==> src/hdl/bdc_pkg.sv <==
// ----------------------------------------------------------------------------
// bdc_pkg
// Types and constants shared by the button debounce / click classifier.
// ----------------------------------------------------------------------------
`default_nettype none

package bdc_pkg;

    localparam int NOW_W    = 32;
    localparam int OUT_T_W  = 32;
    localparam int CFG_W    = 24;
    localparam int CFG_A_W  = 2;

    // register indexes on the configuration port
    localparam logic [CFG_A_W-1:0] CFG_DEBOUNCE_TIME      = 2'd0;
    localparam logic [CFG_A_W-1:0] CFG_DOUBLE_WINDOW      = 2'd1;
    localparam logic [CFG_A_W-1:0] CFG_LONG_HOLD_TIME     = 2'd2;
    localparam logic [CFG_A_W-1:0] CFG_POWEROFF_HOLD_TIME = 2'd3;

    // request kinds
    localparam logic REQ_POLL    = 1'b0;
    localparam logic REQ_CONSUME = 1'b1;

    localparam logic [15:0] DEBOUNCE_TIME_RST      = 16'd15;
    localparam logic [15:0] DOUBLE_WINDOW_RST      = 16'd400;
    localparam logic [23:0] LONG_HOLD_TIME_RST     = 24'd1000;
    localparam logic [23:0] POWEROFF_HOLD_TIME_RST = 24'd5000;

    typedef struct packed {
        logic [15:0] debounce_time;
        logic [15:0] double_window;
        logic [23:0] long_hold_time;
        logic [23:0] poweroff_hold_time;
    } bdc_cfg_t;

    typedef struct packed {
        logic             req_type;
        logic [NOW_W-1:0] now_ms;
        logic             raw_level;
    } bdc_item_t;

    typedef struct packed {
        logic               short_event;
        logic               double_event;
        logic               long_event;
        logic               poweroff_event;
        logic               is_pressed;
        logic [OUT_T_W-1:0] held_time;
        logic [OUT_T_W-1:0] activity_time;
    } bdc_result_t;

endpackage

`default_nettype wire

==> src/hdl/bdc_cfg_regs.sv <==
// ----------------------------------------------------------------------------
// bdc_cfg_regs
// Configuration register file: write-only, one register per index.
// ----------------------------------------------------------------------------
`default_nettype none

module bdc_cfg_regs (
    input  wire                         aclk,
    input  wire                         aresetn,
    input  wire                         cfg_we,
    input  wire  [bdc_pkg::CFG_A_W-1:0] cfg_addr,
    input  wire  [bdc_pkg::CFG_W-1:0]   cfg_wdata,
    output bdc_pkg::bdc_cfg_t           cfg
);
    import bdc_pkg::*;

    bdc_cfg_t cfg_reg;

    always_ff @(posedge aclk) begin
        if (!aresetn) begin
            cfg_reg.debounce_time      <= DEBOUNCE_TIME_RST;
            cfg_reg.double_window      <= DOUBLE_WINDOW_RST;
            cfg_reg.long_hold_time     <= LONG_HOLD_TIME_RST;
            cfg_reg.poweroff_hold_time <= POWEROFF_HOLD_TIME_RST;
        end else if (cfg_we) begin
            unique case (cfg_addr)
                CFG_DEBOUNCE_TIME:      cfg_reg.debounce_time      <= cfg_wdata[15:0];
                CFG_DOUBLE_WINDOW:      cfg_reg.double_window      <= cfg_wdata[15:0];
                CFG_LONG_HOLD_TIME:     cfg_reg.long_hold_time     <= cfg_wdata[23:0];
                CFG_POWEROFF_HOLD_TIME: cfg_reg.poweroff_hold_time <= cfg_wdata[23:0];
                default: ;
            endcase
        end
    end

    assign cfg = cfg_reg;

endmodule

`default_nettype wire

==> src/hdl/bdc_in_stage.sv <==
// ----------------------------------------------------------------------------
// bdc_in_stage
// Input register: captures one request transaction per cycle while the held item moves on.
// ----------------------------------------------------------------------------
`default_nettype none

module bdc_in_stage (
    input  wire                aclk,
    input  wire                aresetn,
    input  wire                in_valid,
    output logic               in_ready,
    input  bdc_pkg::bdc_item_t in_item,
    output logic               item_valid,
    input  wire                item_take,
    output bdc_pkg::bdc_item_t item
);
    import bdc_pkg::*;

    logic      valid_reg;
    bdc_item_t item_reg;

    // free when empty or when the held item moves on this cycle
    assign in_ready = !valid_reg || item_take;

    always_ff @(posedge aclk) begin
        if (!aresetn) begin
            valid_reg <= 1'b0;
        end else if (in_ready) begin
            valid_reg <= in_valid;
        end
    end

    always_ff @(posedge aclk) begin
        if (in_valid && in_ready) begin
            item_reg <= in_item;
        end
    end

    assign item_valid = valid_reg;
    assign item       = item_reg;

endmodule

`default_nettype wire

==> src/hdl/bdc_core.sv <==
// ----------------------------------------------------------------------------
// bdc_core
// Debounce and press classification state; one update per transaction.
// ----------------------------------------------------------------------------
`default_nettype none

module bdc_core #(
    parameter int TIME_BITS = 32
) (
    input  wire                  aclk,
    input  wire                  aresetn,
    input  bdc_pkg::bdc_cfg_t    cfg,
    input  wire                  fire,
    input  bdc_pkg::bdc_item_t   item,
    output bdc_pkg::bdc_result_t result
);
    import bdc_pkg::*;

    localparam int TW = TIME_BITS;
    // compare width: hold thresholds are up to 24 bits wide
    localparam int CW = (TW > CFG_W) ? TW : CFG_W;

    logic          prev_raw_reg,         prev_raw_next;
    logic [TW-1:0] raw_change_time_reg,  raw_change_time_next;
    logic          pressed_reg,          pressed_next;
    logic [TW-1:0] press_start_time_reg, press_start_time_next;
    logic          click_pending_reg,    click_pending_next;
    logic [TW-1:0] release_time_reg,     release_time_next;
    logic          long_done_reg,        long_done_next;
    logic          poweroff_done_reg,    poweroff_done_next;
    logic          click_supp_reg,       click_supp_next;
    logic          ignore_press_reg,     ignore_press_next;
    logic [TW-1:0] last_activity_reg,    last_activity_next;

    always_comb begin
        logic [TW-1:0] now;
        logic [TW-1:0] el_change;
        logic [TW-1:0] el_release;
        logic [TW-1:0] held;
        logic          level;
        logic          ev_short, ev_double, ev_long, ev_off;

        now                   = TW'(item.now_ms);
        prev_raw_next         = prev_raw_reg;
        raw_change_time_next  = raw_change_time_reg;
        pressed_next          = pressed_reg;
        press_start_time_next = press_start_time_reg;
        click_pending_next    = click_pending_reg;
        release_time_next     = release_time_reg;
        long_done_next        = long_done_reg;
        poweroff_done_next    = poweroff_done_reg;
        click_supp_next       = click_supp_reg;
        ignore_press_next     = ignore_press_reg;
        last_activity_next    = last_activity_reg;
        ev_short  = 1'b0;
        ev_double = 1'b0;
        ev_long   = 1'b0;
        ev_off    = 1'b0;
        el_change  = '0;
        el_release = '0;
        held       = '0;
        level      = pressed_reg;

        if (item.req_type == REQ_CONSUME) begin
            click_pending_next = 1'b0;
            if (pressed_reg) begin
                ignore_press_next = 1'b1;
            end
        end else begin
            if (item.raw_level != prev_raw_reg) begin
                prev_raw_next        = item.raw_level;
                raw_change_time_next = now;
            end
            el_change = now - raw_change_time_next;
            if (CW'(el_change) >= CW'(cfg.debounce_time)) begin
                level = !item.raw_level;
            end

            if (level && !pressed_reg) begin
                pressed_next          = 1'b1;
                press_start_time_next = now;
                long_done_next        = 1'b0;
                poweroff_done_next    = 1'b0;
                click_supp_next       = 1'b0;
                last_activity_next    = now;
            end else if (!level && pressed_reg) begin
                pressed_next       = 1'b0;
                last_activity_next = now;
                if (ignore_press_reg) begin
                    ignore_press_next = 1'b0;
                end else if (!click_supp_reg) begin
                    el_release = now - release_time_reg;
                    if (click_pending_reg &&
                        CW'(el_release) < CW'(cfg.double_window)) begin
                        ev_double          = 1'b1;
                        click_pending_next = 1'b0;
                        release_time_next  = '0;
                    end else begin
                        click_pending_next = 1'b1;
                        release_time_next  = now;
                    end
                end
            end

            if (pressed_next) begin
                last_activity_next = now;
                if (!ignore_press_next) begin
                    held = now - press_start_time_next;
                    if (!long_done_next && CW'(held) >= CW'(cfg.long_hold_time)) begin
                        ev_long            = 1'b1;
                        long_done_next     = 1'b1;
                        click_supp_next    = 1'b1;
                        click_pending_next = 1'b0;
                    end
                    if (!poweroff_done_next &&
                        CW'(held) >= CW'(cfg.poweroff_hold_time)) begin
                        ev_off             = 1'b1;
                        poweroff_done_next = 1'b1;
                    end
                end
            end else begin
                el_release = now - release_time_next;
                if (click_pending_next && CW'(el_release) >= CW'(cfg.double_window)) begin
                    ev_short           = 1'b1;
                    click_pending_next = 1'b0;
                end
            end
        end

        result.short_event    = ev_short;
        result.double_event   = ev_double;
        result.long_event     = ev_long;
        result.poweroff_event = ev_off;
        result.is_pressed     = pressed_next;
        result.held_time      = pressed_next ?
                                OUT_T_W'(TW'(now - press_start_time_next)) : '0;
        result.activity_time  = OUT_T_W'(last_activity_next);
    end

    always_ff @(posedge aclk) begin
        if (!aresetn) begin
            prev_raw_reg         <= 1'b1;
            raw_change_time_reg  <= '0;
            pressed_reg          <= 1'b0;
            press_start_time_reg <= '0;
            click_pending_reg    <= 1'b0;
            release_time_reg     <= '0;
            long_done_reg        <= 1'b0;
            poweroff_done_reg    <= 1'b0;
            click_supp_reg       <= 1'b0;
            ignore_press_reg     <= 1'b0;
            last_activity_reg    <= '0;
        end else if (fire) begin
            prev_raw_reg         <= prev_raw_next;
            raw_change_time_reg  <= raw_change_time_next;
            pressed_reg          <= pressed_next;
            press_start_time_reg <= press_start_time_next;
            click_pending_reg    <= click_pending_next;
            release_time_reg     <= release_time_next;
            long_done_reg        <= long_done_next;
            poweroff_done_reg    <= poweroff_done_next;
            click_supp_reg       <= click_supp_next;
            ignore_press_reg     <= ignore_press_next;
            last_activity_reg    <= last_activity_next;
        end
    end

    a_no_short_and_double: assert property (@(posedge aclk) disable iff (!aresetn)
        fire |-> !(result.short_event && result.double_event))
        else $error("short and double event in one transaction");

    a_consume_no_events: assert property (@(posedge aclk) disable iff (!aresetn)
        fire && item.req_type == REQ_CONSUME |->
            !(result.short_event || result.double_event ||
              result.long_event || result.poweroff_event))
        else $error("event reported on a consume transaction");

    a_long_while_pressed: assert property (@(posedge aclk) disable iff (!aresetn)
        fire && result.long_event |=> pressed_reg && long_done_reg && !click_pending_reg)
        else $error("long event left inconsistent press state");

    a_double_clears_pending: assert property (@(posedge aclk) disable iff (!aresetn)
        fire && result.double_event |=> !click_pending_reg && release_time_reg == '0)
        else $error("double event did not clear the pending click");

    a_released_zero_held: assert property (@(posedge aclk) disable iff (!aresetn)
        fire && !result.is_pressed |-> result.held_time == '0)
        else $error("held time nonzero while released");

endmodule

`default_nettype wire

==> src/hdl/bdc_out_stage.sv <==
// ----------------------------------------------------------------------------
// bdc_out_stage
// Result register: holds one result until the downstream side takes it.
// ----------------------------------------------------------------------------
`default_nettype none

module bdc_out_stage (
    input  wire                  aclk,
    input  wire                  aresetn,
    input  wire                  load,
    input  bdc_pkg::bdc_result_t load_result,
    output logic                 can_load,
    output logic                 out_valid,
    input  wire                  out_ready,
    output bdc_pkg::bdc_result_t out_result
);
    import bdc_pkg::*;

    logic        valid_reg;
    bdc_result_t result_reg;

    assign can_load = !valid_reg || out_ready;

    always_ff @(posedge aclk) begin
        if (!aresetn) begin
            valid_reg <= 1'b0;
        end else if (can_load) begin
            valid_reg <= load;
        end
    end

    always_ff @(posedge aclk) begin
        if (load && can_load) begin
            result_reg <= load_result;
        end
    end

    assign out_valid  = valid_reg;
    assign out_result = result_reg;

endmodule

`default_nettype wire

==> src/hdl/button_debounce_click_classifier_unit.sv <==
// ----------------------------------------------------------------------------
// button_debounce_click_classifier_unit
// Debounces an active-low button sample stream and reports click events.
// ----------------------------------------------------------------------------
// Each request transaction yields exactly one result transaction, passed
// through the input register and then the result register. One transaction is
// accepted every cycle while the result side keeps up; the whole state update
// for a request is a single pass of subtract/compare logic between the two
// registers. Configuration writes take effect on the next cycle.
`default_nettype none

module button_debounce_click_classifier_unit #(
    parameter int TIME_BITS = 32
) (
    input  wire                         aclk,
    input  wire                         aresetn,
    // configuration
    input  wire                         cfg_we,
    input  wire  [bdc_pkg::CFG_A_W-1:0] cfg_addr,
    input  wire  [bdc_pkg::CFG_W-1:0]   cfg_wdata,
    // requests
    input  wire                         s_tvalid,
    output logic                        s_tready,
    input  wire  [39:0]                 s_tdata,  // [31:0] now_ms, [32] raw_level
    input  wire                         s_tuser,  // [0] req_type
    // results
    output logic                        m_tvalid,
    input  wire                         m_tready,
    // [0] short_event, [1] double_event, [2] long_event, [3] poweroff_event,
    // [4] is_pressed, [36:5] held_time, [68:37] activity_time
    output logic [71:0]                 m_tdata
);
    import bdc_pkg::*;

    bdc_cfg_t    cfg;
    bdc_item_t   in_item;
    bdc_item_t   item;
    bdc_result_t core_result;
    bdc_result_t out_result;
    logic        item_valid;
    logic        can_load;
    logic        fire;

    assign in_item.req_type  = s_tuser;
    assign in_item.now_ms    = s_tdata[31:0];
    assign in_item.raw_level = s_tdata[32];

    assign fire = item_valid && can_load;

    bdc_cfg_regs u_cfg (
        .aclk      (aclk),
        .aresetn   (aresetn),
        .cfg_we    (cfg_we),
        .cfg_addr  (cfg_addr),
        .cfg_wdata (cfg_wdata),
        .cfg       (cfg)
    );

    bdc_in_stage u_in (
        .aclk       (aclk),
        .aresetn    (aresetn),
        .in_valid   (s_tvalid),
        .in_ready   (s_tready),
        .in_item    (in_item),
        .item_valid (item_valid),
        .item_take  (fire),
        .item       (item)
    );

    bdc_core #(
        .TIME_BITS (TIME_BITS)
    ) u_core (
        .aclk    (aclk),
        .aresetn (aresetn),
        .cfg     (cfg),
        .fire    (fire),
        .item    (item),
        .result  (core_result)
    );

    bdc_out_stage u_out (
        .aclk        (aclk),
        .aresetn     (aresetn),
        .load        (item_valid),
        .load_result (core_result),
        .can_load    (can_load),
        .out_valid   (m_tvalid),
        .out_ready   (m_tready),
        .out_result  (out_result)
    );

    assign m_tdata = {3'b000,
                      out_result.activity_time,
                      out_result.held_time,
                      out_result.is_pressed,
                      out_result.poweroff_event,
                      out_result.long_event,
                      out_result.double_event,
                      out_result.short_event};

endmodule

`default_nettype wire
==> config.mk <==
export PLATFORM = sky130hd
export DESIGN_NAME = button_debounce_click_classifier_unit
export DESIGN_NICKNAME = d
export VERILOG_FILES = /design/src/hdl/bdc_pkg.sv /design/src/hdl/bdc_cfg_regs.sv /design/src/hdl/bdc_in_stage.sv /design/src/hdl/bdc_core.sv /design/src/hdl/bdc_out_stage.sv /design/src/hdl/button_debounce_click_classifier_unit.sv
export SDC_FILE = /design/constraint.sdc
export NUM_CORES = 1
export LEC_CHECK = 0
export ABC_AREA = 0
export BUFFER_PORTS_ARGS = -buffer_cell sky130_fd_sc_hd__buf_2
export CAP_MARGIN = 20
export CORE_ASPECT_RATIO = 1.4
export CORE_MARGIN = 2
export CORE_UTILIZATION = 55
export CTS_BUF_LIST = sky130_fd_sc_hd__clkbuf_4 sky130_fd_sc_hd__clkbuf_8 sky130_fd_sc_hd__clkbuf_16
export DETAILED_ROUTE_END_ITERATION = 7
export PLACE_DENSITY = 0.71
export SYNTH_ARGS = -nofsm -noshare
export SYNTH_HDL_FRONTEND = slang
export SYNTH_SLANG_ARGS = --single-unit
==> constraint.sdc <==
create_clock -name aclk -period 13.1 [get_ports aclk]
set_input_delay 0.655 -clock aclk [delete_from_list [all_inputs] [get_ports aclk]]
set_output_delay 0.655 -clock aclk [all_outputs]
set_load 0.005 [all_outputs]
==> results.ini <==
[outcome]
outcome = finished, final reports clean

[grt]
antenna_found_initial = 0
grt_pass1_vias = 20960
gr-usage-all-layers = 0.3195
grt_max_degree = 139
grt_pass1_wl_mm = 115.5
grt_overflow = 0

[detailed_routing]
wl_per_cell_um = 20.81
first_iter_violations = 1514
vias_per_cell = 6.117
drc = 0
ant_nets = 0
totalWireLength_mm = 74.63
vias = 21940
drtPass1Iterations = 6

[power_and_ir_drop]
comb_power_share = 0.315
power.switching_mw = 1.050
max-vdd-ir-drop_mv = 0.1266
intPower_mw = 2.067
p_seq_frac = 0.354
power_per_cell_area_mw_per_mm2 = 116.8
power.leakage_nw = 11.50
p_sw_frac = 0.3368
p_clk_frac = 0.331

[critical_path]
worstPathArrival_ps = 12630
critPathLaunchType = flip-flop
slowest_stage = or4_1
required_ps = 13560
cpMostUsedCell = a21oi_1
cp-end-kind = flip-flop
crit_type = flip-flop to flip-flop
cpPeakStageDelay_ps = 570
critPathMaxFanout = 9

[floorplan]
die_area_mm2 = 0.04553
num_io_pins = 146
rows = 90
core_mm2 = 0.04313
fp.dieW_um = 180.9
start_util = 0.5587
die_h_um = 251.7

[timing]
grt_setup_unrepaired = false
timing.fmax_ghz = 0.08216
setup_violations = 0
whs_ps = 278.1
period_share = 0.9292
fin_crit_ps = 12170
finalHoldViolations = 0
max-slew-margin-rel = 0.2740
fin_tns_setup_ps = 0
slew_viol_final = 0
finClkSkew_ps = 30.34
tightest_slew_ps = 1089

[yosys]
netlist.area_leader.share = 0.1803
synthTopCellsByCount = nand2_1 (487), ha_1 (236), dfxtp_1 (217), inv_1 (190), nor2_1 (169)
netlist_instances = 2906
synth_area_mm2 = 0.02410
yosys.cell_types.count = 87
synth_enable_flop_cells = 103
synth_most_common_cell = nand2_1
synth_top_flop_cell = dfxtp_1
seq_area_frac_synth = 0.3086
ys_ff_latch = 320
async_reset_ff_frac = 0
synth_top_area_cell = dfxtp_1
ys_top_cells_by_area = dfxtp_1 (18%), edfxtp_1 (13%), ha_1 (12%)
yosysWarningCount = 0
avgSynthCellArea_um2 = 8.293

[job]
maxCapViolCount = 0

[final_layout]
layoutNonFillerInstCount = 3587
largest_reg_flops = 80
layout-drive-gt1-share = 0.1081
area_growth_pct = 10.69
fillers = 3844
fin_nets = 3319

[place]
dp_hpwl_mm = 56.37
gp_congestion = 0.9467
dp_cells = 3521
port_buffers = 135

[clocking]
cts_made_buffers = 35
clk_pin_slew_ps = 60
cts_tree = built
post_cts_buffers = 0
clk_latency_ps = 550
cts.htree.levels = 2
root_buffer = clkbuf_16
clock-sinks = 320
clock_path_buffers = 3

[min_path]
min_path_type = input pin to flip-flop

-- metal layers --
layer	vias to the layer above	wire [um]	global-route usage
li1	10640	-	-
met1	10450	30210	0.3815
met2	666	35630	0.5509
met5	-	0	0
met3	185	3552	0.03204
met4	0	5235	0.1993
-- power by group through the flow --
stage               clock network, mW  registers [mW]  logic [mW]
CTS                              1.05            1.10       0.968
detailed placement                  0            1.12       0.960
finish                           1.03            1.10       0.982
floorplan                           0            1.12       0.690
global route                     1.08            1.11        1.09
global placement                    0            1.12       0.934
-- layout by cell type, fill, tap and decap left out, types with 10 or more instances in the layout --
cell type  netlist  routed
edfxtp_1       103     103
nand3_1         54      53
and3_1          48      48
o211a_1         53      53
a21o_1          76      76
o211ai_1        31      31
o21ai_0         98      98
a211oi_1        19      19
nand2b_1        43      43
nor2_1         169     166
inv_1          190     190
o21bai_1        23      22
mux2i_1         76      76
a31oi_1         16      16
or3_1           20      20
nor2b_1         39      39
buf_2            5     134
dfxtp_1        217     217
ha_1           236     236
nand2_1        487     487
a21boi_0       153     153
xor2_1          37      37
a221oi_1        10      10
nor3_1          52      52
clkbuf_16        0      36
mux2_2          35      35
a21oi_1        157     157
and2_1          17      17
nand4_1         27      27
o21a_1          27      27
buf_4            4      54
xnor2_1         59      59
-- kinds of logic after synthesis --
kind of cell,after synthesis,synth area share
AO/OA/AOI/OAI,789,0.2317
XOR/XNOR,98,0.03671
adder cells (fa/ha/maj),247,0.1283
buffers and inverters,321,0.05088
flip-flops,320,0.3086
multiplexers,113,0.04948
other,1,0.0001556
AND/OR/NAND/NOR,1017,0.1941
-- final timing paths --
check | from | slack (ps) | endpoint | depth (start not counted)
max reg2reg | u_in.item[0] | 930 | u_core.click_pending_reg | 49
min | s_tdata[26] | 280 | u_in.item[27] | 1
min reg2reg | u_core.poweroff_done_reg | 460 | u_core.poweroff_done_reg | 2
max | u_in.item[0] | 930 | u_core.click_pending_reg | 49
-- metrics by stage --
stage | power [mW] | utilization | area (um^2) | setup WS [ps]
4_1_cts | 3.118 | 0.6173 | 26620 | 682.8
6_report | 3.117 | 0.6185 | 26670 | 927.9
5_1_grt | 3.277 | 0.6184 | 26670 | 5.580
3_5_place_dp | 2.085 | 0.5900 | 25440 | 758.8
3_3_place_gp | 2.057 | 0.5893 | 25420 | 1009
2_1_floorplan | 1.811 | - | 24110 | 2192
-- timing repair --
action,4_1_cts,5_1_grt
hold buffers,0,0
resized for setup,0,4
endpoints found under the setup margin,0,2
-- worst max-delay path, delay by kind of cell (launching register included) --
| family | cells | cell delay, ps |
|---|---|---|
| AOI/OAI and AO/OA | 27 | 6040 |
| xor gates and xnor gates | 2 | 350 |
| adders and majority gates | 5 | 1250 |
| buffers and inverters | 2 | 230 |
| DFF | 1 | 560 |
| and+or+nand+nor | 13 | 3630 |
-- layout make-up --
| type | instances | area, um^2 | share of cell area |
|---|---|---|---|
| well taps | 552 | 690.7 | 0.02589 |
| repair buffers | 193 | 1165 | 0.04367 |
| multi-input cells | 2267 | 15480 | 0.5804 |
| clock buffers | 47 | 1002 | 0.03757 |
| clock inverters | 16 | 175.2 | 0.006567 |
| inverters | 191 | 719.4 | 0.02697 |
| diodes | 1 | 2.502 | 0.00009382 |
| flip-flops and latches | 320 | 7437 | 0.2788 |
Note: power is estimated with default switching activity, not from simulation.
